==> config.mk <==
export PLATFORM = sky130hd
export DESIGN_NAME = windowed_event_rate_meter_flat
export DESIGN_NICKNAME = d
export VERILOG_FILES = /design/src/rtl/core/werm_pkg.sv /design/src/rtl/core/werm_req_if.sv /design/src/rtl/core/werm_rsp_if.sv /design/src/rtl/core/werm_muldiv.sv /design/src/rtl/core/windowed_event_rate_meter.sv /design/src/flat_wrapper.sv
export VERILOG_INCLUDE_DIRS = /design/src /design/src/rtl/core
export SDC_FILE = /design/constraint.sdc
export NUM_CORES = 2
export LEC_CHECK = 0
export BUFFER_PORTS_ARGS = -buffer_cell sky130_fd_sc_hd__buf_2
export CORE_MARGIN = 8
export CORE_UTILIZATION = 28
export CTS_BUF_LIST = sky130_fd_sc_hd__clkbuf_4
export DETAILED_ROUTE_END_ITERATION = 6
export GPL_TIMING_DRIVEN = 0
export HOLD_SLACK_MARGIN = 0.15
export PLACE_DENSITY = 0.38
export SETUP_SLACK_MARGIN = 0.2
export SYNTH_ARGS = -nofsm -noshare
export SYNTH_HDL_FRONTEND = slang
export SYNTH_HIERARCHICAL = 1
export SYNTH_SLANG_ARGS = --single-unit
==> constraint.sdc <==
create_clock -name clock -period 8.7 [get_ports clock]
set_input_delay 0 -clock clock [delete_from_list [all_inputs] [get_ports clock]]
set_output_delay 0 -clock clock [all_outputs]
set_load 0.05 [all_outputs]
==> src/rtl/core/windowed_event_rate_meter_assert.svh <==
// Assertion macros shared by the rate meter RTL.
`ifndef WINDOWED_EVENT_RATE_METER_ASSERT_SVH
`define WINDOWED_EVENT_RATE_METER_ASSERT_SVH

// Same-cycle implication, disabled while reset is high.
`define WERM_ASSERT_IMPLY(label, clk, rst, ante, cons) \
   label: assert property (@(posedge clk) disable iff (rst) (ante) |-> (cons)) \
      else $error("rate meter assertion failed");

// Next-cycle implication, disabled while reset is high.
`define WERM_ASSERT_NEXT(label, clk, rst, ante, cons) \
   label: assert property (@(posedge clk) disable iff (rst) (ante) |=> (cons)) \
      else $error("rate meter assertion failed");

`endif

==> src/rtl/core/werm_pkg.sv <==
// Package with the constants and types of the windowed event rate meter.
package werm_pkg;

   localparam int HISTORY_DEPTH = 32;
   localparam int TIME_W        = 48;
   localparam int COUNT_W       = 32;
   localparam int DELTA_W       = 33;
   localparam int CFG_W         = 24;
   localparam int RATE_W        = 48;
   localparam int MAG_W         = DELTA_W + $clog2(HISTORY_DEPTH);
   localparam int CSR_ADDR_W    = 3;
   localparam int CSR_DATA_W    = 32;

   localparam logic [CFG_W-1:0] MIN_INTERVAL_RESET = 24'd100000;
   localparam logic [CFG_W-1:0] TICKS_RESET        = 24'd1000000;

   typedef enum logic {
      REG_MIN_INTERVAL     = 1'b0,
      REG_TICKS_PER_SECOND = 1'b1
   } werm_reg_type;

   typedef enum logic [1:0] {
      ST_IDLE,
      ST_SCAN,
      ST_CALC,
      ST_OUT
   } werm_state_type;

   typedef enum logic [1:0] {
      MD_IDLE,
      MD_MUL,
      MD_DIV,
      MD_DONE
   } werm_md_state_type;

endpackage

==> src/rtl/core/werm_req_if.sv <==
// Input item channel of the rate meter: timestamp and counter reading.
interface werm_req_if;
   logic                           valid;
   logic                           ready;
   logic [werm_pkg::TIME_W-1:0]    time_us;
   logic [werm_pkg::COUNT_W-1:0]   count_value;

   modport source (output valid, output time_us, output count_value, input ready);
   modport sink   (input valid, input time_us, input count_value, output ready);
endinterface

==> src/rtl/core/werm_rsp_if.sv <==
// Result item channel of the rate meter: rate, rate valid flag and ring fill.
interface werm_rsp_if #(
   parameter int HISTORY_DEPTH = werm_pkg::HISTORY_DEPTH
);
   localparam int FILL_W = $clog2(HISTORY_DEPTH + 1);

   logic                                valid;
   logic                                ready;
   logic signed [werm_pkg::RATE_W-1:0]  rate;
   logic                                rate_valid;
   logic [FILL_W-1:0]                   history_fill;

   modport source (output valid, output rate, output rate_valid, output history_fill,
                   input ready);
   modport sink   (input valid, input rate, input rate_valid, input history_fill,
                   output ready);
endinterface

==> src/rtl/core/werm_muldiv.sv <==
// Bit-serial multiply by ticks per second, restoring divide by the span, and saturation.
module werm_muldiv #(
   parameter int MAG_W = werm_pkg::MAG_W
) (
   input  logic                                clock,
   input  logic                                reset,
   input  logic                                start,
   input  logic                                neg,
   input  logic [MAG_W-1:0]                    mag,
   input  logic [werm_pkg::CFG_W-1:0]          tps,
   input  logic [werm_pkg::TIME_W-1:0]         span,
   output logic                                done,
   output logic signed [werm_pkg::RATE_W-1:0]  rate
);
   localparam int CfgW  = werm_pkg::CFG_W;
   localparam int TimeW = werm_pkg::TIME_W;
   localparam int RateW = werm_pkg::RATE_W;
   localparam int ProdW = MAG_W + CfgW;
   localparam int CntW  = $clog2(ProdW + 1);
   localparam logic [CntW-1:0] MulLast = CntW'(CfgW - 1);
   localparam logic [CntW-1:0] DivLast = CntW'(ProdW - 1);
   localparam logic [RateW-1:0] RateMax = {1'b0, {(RateW-1){1'b1}}};
   localparam logic [RateW-1:0] RateMin = {1'b1, {(RateW-1){1'b0}}};

   werm_pkg::werm_md_state_type state_ff, state_in;

   logic [CntW-1:0]  cnt_ff;
   logic [ProdW-1:0] acc_ff;
   logic [ProdW-1:0] mcand_ff;
   logic [CfgW-1:0]  mult_ff;
   logic [TimeW-1:0] rem_ff;
   logic [TimeW-1:0] span_ff;
   logic             neg_ff;

   logic [TimeW:0]   rem_sh;
   logic [TimeW:0]   rem_sub;
   logic             rem_ge;
   logic             hi_nz;
   logic             sat;
   logic [RateW-1:0] mag_out;

   assign rem_sh  = {rem_ff, acc_ff[ProdW-1]};
   assign rem_sub = rem_sh - {1'b0, span_ff};
   assign rem_ge  = rem_sh >= {1'b0, span_ff};

   always_ff @(posedge clock) begin
      if (reset) begin
         state_ff <= werm_pkg::MD_IDLE;
      end else begin
         state_ff <= state_in;
      end
   end

   always_comb begin
      state_in = state_ff;
      done     = 1'b0;
      unique case (state_ff)
         werm_pkg::MD_IDLE: begin
            if (start) begin
               state_in = werm_pkg::MD_MUL;
            end
         end
         werm_pkg::MD_MUL: begin
            if (cnt_ff == MulLast) begin
               state_in = werm_pkg::MD_DIV;
            end
         end
         werm_pkg::MD_DIV: begin
            if (cnt_ff == DivLast) begin
               state_in = werm_pkg::MD_DONE;
            end
         end
         werm_pkg::MD_DONE: begin
            done     = 1'b1;
            state_in = werm_pkg::MD_IDLE;
         end
         default: begin
            state_in = werm_pkg::MD_IDLE;
         end
      endcase
   end

   always_ff @(posedge clock) begin
      unique case (state_ff)
         werm_pkg::MD_IDLE: begin
            if (start) begin
               cnt_ff   <= '0;
               acc_ff   <= '0;
               mcand_ff <= {{CfgW{1'b0}}, mag};
               mult_ff  <= tps;
               span_ff  <= span;
               neg_ff   <= neg;
            end
         end
         werm_pkg::MD_MUL: begin
            if (mult_ff[0]) begin
               acc_ff <= acc_ff + mcand_ff;
            end
            mcand_ff <= {mcand_ff[ProdW-2:0], 1'b0};
            mult_ff  <= {1'b0, mult_ff[CfgW-1:1]};
            if (cnt_ff == MulLast) begin
               cnt_ff <= '0;
               rem_ff <= '0;
            end else begin
               cnt_ff <= cnt_ff + 1'b1;
            end
         end
         werm_pkg::MD_DIV: begin
            rem_ff <= rem_ge ? rem_sub[TimeW-1:0] : rem_sh[TimeW-1:0];
            acc_ff <= {acc_ff[ProdW-2:0], rem_ge};
            cnt_ff <= cnt_ff + 1'b1;
         end
         default: begin
         end
      endcase
   end

   // The quotient in acc_ff is a magnitude; clamp it before applying the sign.
   always_comb begin
      hi_nz = |acc_ff[ProdW-1:RateW];
      if (neg_ff) begin
         sat     = hi_nz || (acc_ff[RateW-1] && (|acc_ff[RateW-2:0]));
         mag_out = sat ? RateMin : acc_ff[RateW-1:0];
         rate    = $signed(~mag_out + 1'b1);
      end else begin
         sat     = hi_nz || acc_ff[RateW-1];
         mag_out = sat ? RateMax : acc_ff[RateW-1:0];
         rate    = $signed(mag_out);
      end
   end

endmodule

==> src/rtl/core/windowed_event_rate_meter.sv <==
// Top level of the windowed event rate meter.
//
// Each item on req_ch carries a microsecond timestamp and a counter reading.
// When the time since the last kept sample exceeds min_interval_us, the count
// change and timestamp enter a ring of HISTORY_DEPTH entries. Every item
// produces exactly one result item on rsp_ch: the summed count change times
// ticks_per_second divided by the span of kept timestamps, saturated to 48
// bits signed, with rate_valid low and rate zero when the span is zero.
// The CSR port sets min_interval_us (address 0) and ticks_per_second (address 4).
// One item is processed at a time. The ring is scanned through its single read
// port, followed by a bit-serial multiply, a bit-serial divide and a done state;
// the result is then offered, and the next item can be accepted once the result
// is loaded into the output register. When the span is zero, including with an
// empty ring, the multiply and divide are skipped and the result is offered
// straight after the scan.
// The result sits in an output register, so a stalled receiver delays only
// the next result, not the acceptance of the next item.
// Synchronous reset clears the configuration to its defaults, empties the
// ring and drops any pending result; ring contents are never read unwritten.
`include "windowed_event_rate_meter_assert.svh"

module windowed_event_rate_meter #(
   parameter int HISTORY_DEPTH = werm_pkg::HISTORY_DEPTH
) (
   input  logic                                 clock,
   input  logic                                 reset,
   werm_req_if.sink                             req_ch,
   werm_rsp_if.source                           rsp_ch,
   input  logic                                 csr_psel,
   input  logic                                 csr_penable,
   input  logic                                 csr_pwrite,
   input  logic [werm_pkg::CSR_ADDR_W-1:0]      csr_paddr,
   input  logic [werm_pkg::CSR_DATA_W-1:0]      csr_pwdata,
   output logic [werm_pkg::CSR_DATA_W-1:0]      csr_prdata,
   output logic                                 csr_pready
);
   localparam int PosW   = $clog2(HISTORY_DEPTH);
   localparam int FillW  = $clog2(HISTORY_DEPTH + 1);
   localparam int DeltaW = werm_pkg::DELTA_W;
   localparam int TimeW  = werm_pkg::TIME_W;
   localparam int CountW = werm_pkg::COUNT_W;
   localparam int CfgW   = werm_pkg::CFG_W;
   localparam int RateW  = werm_pkg::RATE_W;
   localparam int SumW   = DeltaW + $clog2(HISTORY_DEPTH);
   localparam int EntryW = TimeW + DeltaW;
   localparam int PadW   = werm_pkg::CSR_DATA_W - CfgW;
   localparam logic [PosW-1:0]  LastPos  = PosW'(HISTORY_DEPTH - 1);
   localparam logic [FillW-1:0] FullFill = FillW'(HISTORY_DEPTH);

   werm_pkg::werm_state_type state_ff, state_in;

   logic [CfgW-1:0]   min_interval_ff;
   logic [CfgW-1:0]   ticks_ff;
   logic [CountW-1:0] last_count_ff;
   logic [TimeW-1:0]  last_time_ff;
   logic [PosW-1:0]   pos_ff;
   logic [FillW-1:0]  fill_ff;

   logic [EntryW-1:0] ring_mem [HISTORY_DEPTH];
   logic [EntryW-1:0] rd_data_ff;
   logic              rd_pend_ff;
   logic [PosW-1:0]   scan_ptr_ff;
   logic [FillW-1:0]  issued_ff;
   logic [TimeW-1:0]  tmin_ff;
   logic [TimeW-1:0]  tmax_ff;
   logic [SumW-1:0]   sum_ff;

   logic signed [RateW-1:0] res_rate_ff;
   logic                    res_valid_ff;
   logic                    rsp_valid_ff;
   logic signed [RateW-1:0] rsp_rate_ff;
   logic                    rsp_rv_ff;
   logic [FillW-1:0]        rsp_fill_ff;

   logic              req_acc;
   logic              csr_wr;
   logic [TimeW:0]    elapsed;
   logic              kept;
   logic [DeltaW-1:0] delta;
   logic [PosW-1:0]   pos_adv;
   logic              rd_issue;
   logic              scan_end;
   logic              span_nz;
   logic              md_start;
   logic              md_done;
   logic              out_load;
   logic [TimeW-1:0]  span;
   logic [SumW-1:0]   sum_mag;
   logic [TimeW-1:0]  ent_time;
   logic [DeltaW-1:0] ent_delta;
   logic signed [RateW-1:0] md_rate;

   assign req_acc    = req_ch.valid && req_ch.ready;
   assign csr_wr     = csr_psel && csr_penable && csr_pwrite;
   assign csr_pready = 1'b1;

   assign elapsed = {1'b0, req_ch.time_us} - {1'b0, last_time_ff};
   assign kept    = !elapsed[TimeW] && (elapsed[TimeW-1:0] > {{(TimeW-CfgW){1'b0}}, min_interval_ff});
   assign delta   = {1'b0, req_ch.count_value} - {1'b0, last_count_ff};
   assign pos_adv = (pos_ff == LastPos) ? '0 : pos_ff + 1'b1;

   assign ent_time  = rd_data_ff[EntryW-1:DeltaW];
   assign ent_delta = rd_data_ff[DeltaW-1:0];
   assign span      = tmax_ff - tmin_ff;
   assign span_nz   = (fill_ff != '0) && (tmax_ff != tmin_ff);
   assign sum_mag   = sum_ff[SumW-1] ? (~sum_ff + 1'b1) : sum_ff;

   always_comb begin
      unique case (werm_pkg::werm_reg_type'(csr_paddr[2]))
         werm_pkg::REG_MIN_INTERVAL:     csr_prdata = {{PadW{1'b0}}, min_interval_ff};
         werm_pkg::REG_TICKS_PER_SECOND: csr_prdata = {{PadW{1'b0}}, ticks_ff};
         default:                        csr_prdata = '0;
      endcase
   end

   always_ff @(posedge clock) begin
      if (reset) begin
         min_interval_ff <= werm_pkg::MIN_INTERVAL_RESET;
         ticks_ff        <= werm_pkg::TICKS_RESET;
      end else if (csr_wr) begin
         unique case (werm_pkg::werm_reg_type'(csr_paddr[2]))
            werm_pkg::REG_MIN_INTERVAL:     min_interval_ff <= csr_pwdata[CfgW-1:0];
            werm_pkg::REG_TICKS_PER_SECOND: ticks_ff        <= csr_pwdata[CfgW-1:0];
            default: begin
            end
         endcase
      end
   end

   always_ff @(posedge clock) begin
      if (reset) begin
         state_ff <= werm_pkg::ST_IDLE;
      end else begin
         state_ff <= state_in;
      end
   end

   always_comb begin
      state_in = state_ff;
      rd_issue = 1'b0;
      scan_end = 1'b0;
      md_start = 1'b0;
      out_load = 1'b0;
      unique case (state_ff)
         werm_pkg::ST_IDLE: begin
            if (req_acc) begin
               state_in = werm_pkg::ST_SCAN;
            end
         end
         werm_pkg::ST_SCAN: begin
            rd_issue = (issued_ff != fill_ff);
            if (!rd_issue && !rd_pend_ff) begin
               scan_end = 1'b1;
               if (span_nz) begin
                  md_start = 1'b1;
                  state_in = werm_pkg::ST_CALC;
               end else begin
                  state_in = werm_pkg::ST_OUT;
               end
            end
         end
         werm_pkg::ST_CALC: begin
            if (md_done) begin
               state_in = werm_pkg::ST_OUT;
            end
         end
         werm_pkg::ST_OUT: begin
            out_load = !rsp_valid_ff || rsp_ch.ready;
            if (out_load) begin
               state_in = werm_pkg::ST_IDLE;
            end
         end
         default: begin
            state_in = werm_pkg::ST_IDLE;
         end
      endcase
   end

   always_ff @(posedge clock) begin
      if (reset) begin
         last_count_ff <= '0;
         last_time_ff  <= '0;
         pos_ff        <= '0;
         fill_ff       <= '0;
         rd_pend_ff    <= 1'b0;
      end else begin
         rd_pend_ff <= rd_issue;
         if (req_acc && kept) begin
            last_count_ff <= req_ch.count_value;
            last_time_ff  <= req_ch.time_us;
            pos_ff        <= pos_adv;
            if (fill_ff != FullFill) begin
               fill_ff <= fill_ff + 1'b1;
            end
         end
      end
   end

   always_ff @(posedge clock) begin
      if (req_acc && kept) begin
         ring_mem[pos_adv] <= {req_ch.time_us, delta};
      end
      if (rd_issue) begin
         rd_data_ff <= ring_mem[scan_ptr_ff];
      end
   end

   always_ff @(posedge clock) begin
      if (req_acc) begin
         scan_ptr_ff <= kept ? pos_adv : pos_ff;
         issued_ff   <= '0;
         tmin_ff     <= '1;
         tmax_ff     <= '0;
         sum_ff      <= '0;
      end else begin
         if (rd_issue) begin
            scan_ptr_ff <= (scan_ptr_ff == '0) ? LastPos : scan_ptr_ff - 1'b1;
            issued_ff   <= issued_ff + 1'b1;
         end
         if (rd_pend_ff) begin
            if (ent_time < tmin_ff) begin
               tmin_ff <= ent_time;
            end
            if (ent_time > tmax_ff) begin
               tmax_ff <= ent_time;
            end
            sum_ff <= sum_ff + {{(SumW-DeltaW){ent_delta[DeltaW-1]}}, ent_delta};
         end
      end
   end

   always_ff @(posedge clock) begin
      if (scan_end && !span_nz) begin
         res_rate_ff  <= '0;
         res_valid_ff <= 1'b0;
      end else if (md_done) begin
         res_rate_ff  <= md_rate;
         res_valid_ff <= 1'b1;
      end
   end

   always_ff @(posedge clock) begin
      if (reset) begin
         rsp_valid_ff <= 1'b0;
      end else if (out_load) begin
         rsp_valid_ff <= 1'b1;
      end else if (rsp_ch.ready) begin
         rsp_valid_ff <= 1'b0;
      end
   end

   always_ff @(posedge clock) begin
      if (out_load) begin
         rsp_rate_ff <= res_rate_ff;
         rsp_rv_ff   <= res_valid_ff;
         rsp_fill_ff <= fill_ff;
      end
   end

   assign req_ch.ready        = (state_ff == werm_pkg::ST_IDLE);
   assign rsp_ch.valid        = rsp_valid_ff;
   assign rsp_ch.rate         = rsp_rate_ff;
   assign rsp_ch.rate_valid   = rsp_rv_ff;
   assign rsp_ch.history_fill = rsp_fill_ff;

   werm_muldiv #(
      .MAG_W (SumW)
   ) u_muldiv (
      .clock (clock),
      .reset (reset),
      .start (md_start),
      .neg   (sum_ff[SumW-1]),
      .mag   (sum_mag),
      .tps   (ticks_ff),
      .span  (span),
      .done  (md_done),
      .rate  (md_rate)
   );

   `WERM_ASSERT_NEXT(a_accept_starts_scan, clock, reset, req_acc, state_ff == werm_pkg::ST_SCAN)
   `WERM_ASSERT_IMPLY(a_fill_never_drops, clock, reset, !$past(reset), fill_ff >= $past(fill_ff))
   `WERM_ASSERT_IMPLY(a_invalid_rate_zero, clock, reset, rsp_valid_ff && !rsp_rv_ff, rsp_rate_ff == '0)

endmodule

==> src/flat_wrapper.sv <==
// flat-port wrapper written by rule: the top's interface ports become plain ports
module windowed_event_rate_meter_flat 
#(
   parameter int HISTORY_DEPTH = werm_pkg::HISTORY_DEPTH
)
  (clock, reset, csr_psel, csr_penable, csr_pwrite, csr_paddr, csr_pwdata, csr_prdata, csr_pready, req_ch_valid, req_ch_time_us, req_ch_count_value, req_ch_ready, rsp_ch_valid, rsp_ch_rate, rsp_ch_rate_valid, rsp_ch_history_fill, rsp_ch_ready);
  werm_req_if req_ch_i ();
  werm_rsp_if #(.HISTORY_DEPTH(HISTORY_DEPTH)) rsp_ch_i ();
  input  logic clock;
  input  logic reset;
  input  logic csr_psel;
  input  logic csr_penable;
  input  logic csr_pwrite;
  input  logic [werm_pkg::CSR_ADDR_W-1:0] csr_paddr;
  input  logic [werm_pkg::CSR_DATA_W-1:0] csr_pwdata;
  output logic [werm_pkg::CSR_DATA_W-1:0] csr_prdata;
  output logic csr_pready;
  input wire logic [$bits(req_ch_i.valid)-1:0] req_ch_valid;
  input wire logic [$bits(req_ch_i.time_us)-1:0] req_ch_time_us;
  input wire logic [$bits(req_ch_i.count_value)-1:0] req_ch_count_value;
  output wire logic [$bits(req_ch_i.ready)-1:0] req_ch_ready;
  output wire logic [$bits(rsp_ch_i.valid)-1:0] rsp_ch_valid;
  output wire logic [$bits(rsp_ch_i.rate)-1:0] rsp_ch_rate;
  output wire logic [$bits(rsp_ch_i.rate_valid)-1:0] rsp_ch_rate_valid;
  output wire logic [$bits(rsp_ch_i.history_fill)-1:0] rsp_ch_history_fill;
  input wire logic [$bits(rsp_ch_i.ready)-1:0] rsp_ch_ready;
  assign req_ch_i.valid = req_ch_valid;
  assign req_ch_i.time_us = req_ch_time_us;
  assign req_ch_i.count_value = req_ch_count_value;
  assign req_ch_ready = req_ch_i.ready;
  assign rsp_ch_valid = rsp_ch_i.valid;
  assign rsp_ch_rate = rsp_ch_i.rate;
  assign rsp_ch_rate_valid = rsp_ch_i.rate_valid;
  assign rsp_ch_history_fill = rsp_ch_i.history_fill;
  assign rsp_ch_i.ready = rsp_ch_ready;
  windowed_event_rate_meter #(.HISTORY_DEPTH(HISTORY_DEPTH)) u_core (.clock(clock), .reset(reset), .req_ch(req_ch_i), .rsp_ch(rsp_ch_i), .csr_psel(csr_psel), .csr_penable(csr_penable), .csr_pwrite(csr_pwrite), .csr_paddr(csr_paddr), .csr_pwdata(csr_pwdata), .csr_prdata(csr_prdata), .csr_pready(csr_pready));
endmodule
Yosys cells after proc, flatten, opt, wreduce, memory -nomap -nowiden
Memories as Yosys holds them, arrays and structs flattened. A register that Yosys moved wholly into a read port is not among the register bits.
Cells that the tools add are included.
Widths: inputs -> output; s select.
{"block": "word_totals", "reg_bits": 645, "latchBits": 0, "ram_bits": 2592, "mem_bits_ro": 0, "in_bits": 122, "output_inout_bits": 90, "memories": 1}
{"name": "u_core.ring_mem", "words": 32, "word_bits": 81, "rd": 1, "rd_ports_with_merged_regs": 1, "write_ports": 1, "line_no": "windowed_event_rate_meter.sv:59", "source": "logic [EntryW-1:0] ring_mem [HISTORY_DEPTH];"}
{"block": "op_classes", "addsub": 13, "n_mul": 0, "div": 0, "n_lt_le_gt_ge": 4, "n_eq_ne": 20, "shift": 0, "mux": 45, "bitwise": 3, "n_reduce_logical": 40}
{"cell": "$mux 48", "count": 5}
{"cell": "$mux 62", "count": 3}
{"cell": "$pmux 62 s3", "count": 1}
{"cell": "$pmux 62 s2", "count": 1}
{"cell": "$pmux 48 s2", "count": 1}
{"cell": "$sub 48x48->48", "count": 2}
{"cell": "$pmux 32 s2", "count": 1}
{"cell": "$add 62x62->62", "count": 1}
{"cell": "$ge 49x48->1", "count": 1}
{"cell": "$sub 48x48->49", "count": 1}
{"cell": "$add 48x1->48 const B", "count": 1}
{"cell": "$gt 48x24->1", "count": 1}
{"cell": "$gt 48x48->1", "count": 1}
{"cell": "$lt 48x48->1", "count": 1}
{"cell": "$ne 48x48->1", "count": 1}
{"cell": "$not 48->48", "count": 1}
{"cell": "$pmux 24 s2", "count": 1}
{"cell": "$reduce_or 47->1", "count": 1}
{"cell": "$add 38x1->38 const B", "count": 1}
{"cell": "$add 38x38->38", "count": 1}
{"cell": "$mux 38", "count": 1}
{"cell": "$not 38->38", "count": 1}
{"cell": "$sub 32x32->33", "count": 1}
{"cell": "$mux 5", "count": 5}
{"cell": "31 further kinds", "count": 90}

Depth between registers and ports, before layout
{"block": "logic_depth", "ltp_word": 7, "ltp_mapped": 26, "mapped_depth_nobuf": 24}

Cells and area by module
The synthesis kept the hierarchy.
{"module": "windowed_event_rate_meter", "n_inst": 1, "cells_per_inst": 7204, "area_per_inst_um2": 127095.6, "seq_area_each_um2": 88715.1}
{"module": "werm_muldiv", "n_inst": 1, "cells_per_inst": 1928, "area_per_inst_um2": 18515.3, "seq_area_each_um2": 7577.3}

Worst setup path after synthesis
OpenSTA, ideal clock, no wires.
{"block": "synth_timing", "path_type": "reg2reg", "startpoint": "register u_core.last_time_ff[0]", "endpoint": "memory u_core/ring_mem[10][0] (netlist bit) (enable)", "setup_time_ns": 0.449, "arrival_ns": 6.064, "required_time_ns": 8.251, "setup_slack_ns": 2.187, "path_stages_with_launch": 24, "cell_sequence": "dfxtp_1 > ha_1 > inv_1 > fa_1 > a211oi_1 > o211ai_1 > a21oi_2 > o21ai_0 > a2111o_1 > xnor2_1 > ha_1 > nand3_1 > nor2_1 > nand3_1 > a31oi_1 > o22ai_1 > o2111ai_1 > nor4_1 > nand4_1 > a2111oi_4 > a211oi_2 > buf_6 > clkbuf_1 > and3_1"}
{"block": "synth_via", "elab_chain_len": 6, "elab_cells_between_ends": 7}
{"element": "start: declaration", "line_no": "windowed_event_rate_meter.sv:55", "source": "logic [TimeW-1:0] last_time_ff;"}
{"element": "start signal: assignment", "line_no": "windowed_event_rate_meter.sv:190", "source": "last_time_ff <= req_ch.time_us;"}
{"element": "$sub 48x48->49 (*)", "line_no": "windowed_event_rate_meter.sv:97", "source": "assign elapsed = {1'b0, req_ch.time_us} - {1'b0, last_time_ff};"}
{"element": "$gt 48x24->1 or $logic_not 1->1 (tied branches)", "line_no": "windowed_event_rate_meter.sv:98", "source": "assign kept = !elapsed[TimeW] && (elapsed[TimeW-1:0] > {{(TimeW-CfgW){1'b0}}, min_interval_ff});"}
{"element": "$logic_and 1x1->1 (*)", "line_no": "windowed_event_rate_meter.sv:98"}
{"element": "$logic_and 1x1->1 (*)", "line_no": "windowed_event_rate_meter.sv:200", "source": "if (req_acc && kept) begin"}
{"element": "$mux 1 (*)", "line_no": "windowed_event_rate_meter.sv:200"}
{"element": "$mux 1 (not written as such) (*)", "line_no": "windowed_event_rate_meter.sv:201", "source": "ring_mem[pos_adv] <= {req_ch.time_us, delta};"}
{"element": "end: declaration", "line_no": "windowed_event_rate_meter.sv:59"}
Every way passes the cells marked *; elsewhere a longest branch is shown, timed or not.

Worst setup path in the final report
{"block": "layout_timing", "startpoint": "register u_core.last_time_ff[0]", "endpoint": "memory u_core/ring_mem[18][76] (netlist bit) (enable)"}
The elaborated chain is that of the path after synthesis.

==> metrics <==
worst hold-check path type=register to register; outcome=finished clean; post-route core utilization=0.340; Final nets=11,500; die width=737 um; critical path's largest stage delay=0.81 ns; fin. max-slew vios=0; Cell Rows=265; final hold vios=0; startpoint types=register; drt via density=4.88; PortBufs=192; Reg power frac=0.367; R2R depth=23; crit path max-delay cell type=and3_4; TritonCTS clock tree=done; htree depth=6; initial antenna violation count=70; Lkg Pwr=61.3 nW; share of layout cells above drive strength 1=0.250; Post-Syn Area=146,000 um^2; First-pass DRT Iterations=6; worst skew pair latency=1.77 ns; multi-input logic area=46,700 um^2; Netlist cell types=108; die area=543,000 um^2; internal power=0.0338 W; switching part of the total=0.368; Post-Layout Cell Count=18,700; WP data required=9.98 ns; worst setup margin=0.419 ns; syn_area_per_cell=15.9 um^2; Initial Util=0.280; area grow syn2layout=21.4%; clk buf depth=4; CP cell instances=ha_1, inv_1, fa_1, a211oi_1, o211ai_1, a21oi_2, o21ai_0, xor2_1, ha_1, nand4_1, nor4_1, o21ai_0, a31oi_1, o22ai_2, o2111ai_1, nor4_1, nand4_1, a2111oi_4, a211oi_4, clkbuf_1, and3_4, buf_16, buf_16; fin crit share=0.952; most common cell after layout, fill and taps aside=edfxtp_1; Pwr Density=303 nW/um^2; combinational share of power=0.361; first-pass GRT wire length=726,000 um; peak-usage layer in the global routing report=met2; Inst Count DP=16,400; grt met1 use=0.242; dominant synthesized flop cell=edfxtp_1; peak supply drop=0.164 mV; vias post-DR=91,100; reg-to-reg endpoint=u_core/ring_mem[18][76]; sequential element share of the synthesized area=0.661; grt total ovfl=0; Mapped Cells=9,132; drt total wl=524,000 um; total track usage=0.188; worst slew pin tran=1.44 ns; GPL Wtd Cong=0.836; Register Area=96,300 um^2; clock tree sinks=3,318; CTS clk-pin slew, worst paths=0.06 ns; Post-Place Worst Slack=-0.989 ns; clock share of power=0.271; Synth top area share=0.615; Post-synth EDFFs=2,984; hold path cells=0; # fillers=50,800; DR iter-0 viols=7,183; CP endpoint kind=register; largest net degree at the start of global routing=48; grt met3 use=0.0290; max frequency=0.121 GHz; Worst Path Arrival=9.56 ns; Synth Register Bits=3,318; CTS Root Cell=clkbuf_4; setup TNS=0 ns; die height=737 um; hold path endpoint=u_core/rsp_ch.rate[30]; top post-synthesis cells by area=edfxtp_1 (62%), mux4_2 (12%), dfxtp_1 (4.6%); peak fanout along the critical path=33; HPWL after DPL=357,000 um; max_cap viols=0; I/O pin count=212; area leader, netlist=edfxtp_1; post-route minimum period=8.28 ns; WHS=0.425 ns; drt drc=0; slew margin rel.=0.0391; number of nets with antenna violations after routing=0; worst hold start=u_core/res_rate_ff[30]; core box area=520,000 um^2; flop-to-flop setup slack=0.42 ns; cts bufs inserted=923; count of final setup violators=0; number of global-route vias before repair=95,000; ys async rst share=0; RSZ-0062 raised after global routing=false; Warnings, synthesis=6; FF-to-FF Start=u_core/last_time_ff[0]; Setup Crit Path Kind=register to register; Sw Pwr=0.0197 W; most frequent cells in the layout=edfxtp_1 (2,984), clkbuf_4 (1,412), mux4_2 (757); Avg WL per Cell=28.1 um; met2 Track Usage GR=0.327; clock skew=0.221 ns
## flip-flops by register name (all words and copies together), names as in the netlist, 6 cells and up
| signal | flops |
|---|---|
| u_core/rsp_ch.history_fill | 6 |
| u_core/last_count_ff | 32 |
| u_core/rd_data_ff | 81 |
| u_core/min_interval_ff | 24 |
| u_core/u_muldiv/cnt_ff | 6 |
| u_core/issued_ff | 6 |
| u_core/u_muldiv/rem_ff | 48 |
| u_core/u_muldiv/acc_ff | 62 |
| u_core/u_muldiv/mult_ff | 24 |
| u_core/tmin_ff | 48 |
| u_core/rsp_ch.rate | 48 |
| u_core/res_rate_ff | 48 |
| u_core/ring_mem | 2592 |
| u_core/last_time_ff | 48 |
| u_core/ticks_ff | 24 |
| u_core/u_muldiv/span_ff | 48 |
| u_core/sum_ff | 38 |
| u_core/tmax_ff | 48 |
| u_core/u_muldiv/mcand_ff | 62 |
| u_core/fill_ff | 6 |
## power by group through the flow
stage / Combinational (W) / Sequential [W] / Clock (W)
finish: 0.0193 / 0.0197 / 0.0145
floorplan: 0.0111 / 0.0198 / 0
global route: 0.0206 / 0.0197 / 0.0159
CTS: 0.0197 / 0.0197 / 0.0151
global placement: 0.0186 / 0.0202 / 0
detailed placement: 0.0193 / 0.0200 / 0
## synth_stat cells (12+ instances only)
| master | instances |
|---|---|
| edfxtp_1 | 2984 |
| mux4_2 | 757 |
| nand2_1 | 593 |
| nor2_1 | 505 |
| ha_1 | 414 |
| a21oi_1 | 404 |
| inv_1 | 364 |
| dfxtp_1 | 334 |
| clkbuf_1 | 324 |
| mux2i_1 | 323 |
| o21ai_0 | 239 |
| xnor2_1 | 191 |
| a21o_1 | 173 |
| nor3_1 | 117 |
| xor2_1 | 90 |
| nor2b_1 | 89 |
| nand4_1 | 83 |
| a31oi_1 | 79 |
| nand3_1 | 76 |
| buf_1 | 68 |
| mux2_2 | 66 |
| and3_1 | 59 |
| o31ai_1 | 53 |
| o21a_1 | 49 |
| and2_1 | 47 |
| nand2b_1 | 44 |
| o21bai_1 | 40 |
| a22oi_1 | 39 |
| or3_1 | 39 |
| a211oi_1 | 37 |
| o211ai_1 | 28 |
| o22ai_1 | 26 |
| nor4_1 | 25 |
| o221ai_1 | 25 |
| buf_2 | 23 |
| a211o_1 | 17 |
| or2_2 | 15 |
| or4_1 | 15 |
| buf_4 | 13 |
| o21ai_1 | 13 |
| a21boi_0 | 12 |
| o311ai_1 | 12 |
## critical path, delay by kind of cell, from the launching register on
kind	cells	cell delay, ns
xor+xnor	1	0.64
simple gates	5	1.69
flops	1	0.33
fa+ha+maj	3	0.82
buf+inv	4	1.41
compound gates	10	2.86
## repair_timing
item                                    4_1_cts  5_1_grt
hold endpoints to repair                   2929        0
endpoints found under the setup margin     2592        0
buffers inserted                              1        0
hold buffers                                527        0
resized for setup                             4        0
## cell type report
| type | count | share of cell area |
|---|---|---|
| Sequential cell | 3318 | 0.545 |
| Multi-Input combinational cell | 5017 | 0.264 |
| Clock buffer | 1412 | 0.0600 |
| Timing Repair Buffer | 858 | 0.0547 |
| Tap cell | 6942 | 0.0491 |
| Buffer | 440 | 0.0104 |
| Clock inverter | 263 | 0.00846 |
| Inverter | 366 | 0.00779 |
| Antenna cell | 44 | 0.000623 |
## cell families after synthesis
family                   after synthesis  share of synthesized area
buffers and inverters                806                     0.0218
other                                  2                  0.0000516
flip-flops                          3318                      0.661
AO/OA/AOI/OAI                       1397                     0.0627
multiplexers                        1146                      0.144
AND/OR/NAND/NOR                     1762                     0.0565
adder cells (fa/ha/maj)              420                     0.0364
XOR/XNOR                             281                     0.0169
## worst max path at each step
stage | startpoint | endpoint | cells after the start
CTS | u_core/last_time_ff[0] | u_core/ring_mem[7][73] | 23
global placement | req_ch_time_us[0] | u_core/ring_mem[29][59] | 22
finish | u_core/last_time_ff[0] | u_core/ring_mem[18][76] | 23
floorplan | u_core/last_time_ff[0] | u_core/ring_mem[10][0] | 23
global route | u_core/last_time_ff[0] | u_core/ring_mem[16][63] | 22
detailed placement | req_ch_time_us[4] | u_core/ring_mem[9][45] | 25
## through the flow
step,instance area (um^2),power (W)
3_3_place_gp,155000,0.0388
4_1_cts,177000,0.0545
6_report,177000,0.0535
2_1_floorplan,146000,0.0309
5_1_grt,177000,0.0563
3_5_place_dp,159000,0.0393
## metal layers
metal	wire length, um	up-vias
li1	-	40200
met1	223000	47400
met2	260000	2750
met3	26800	775
met4	14500	20
met5	134	-
(Power assumes the default switching activity.)
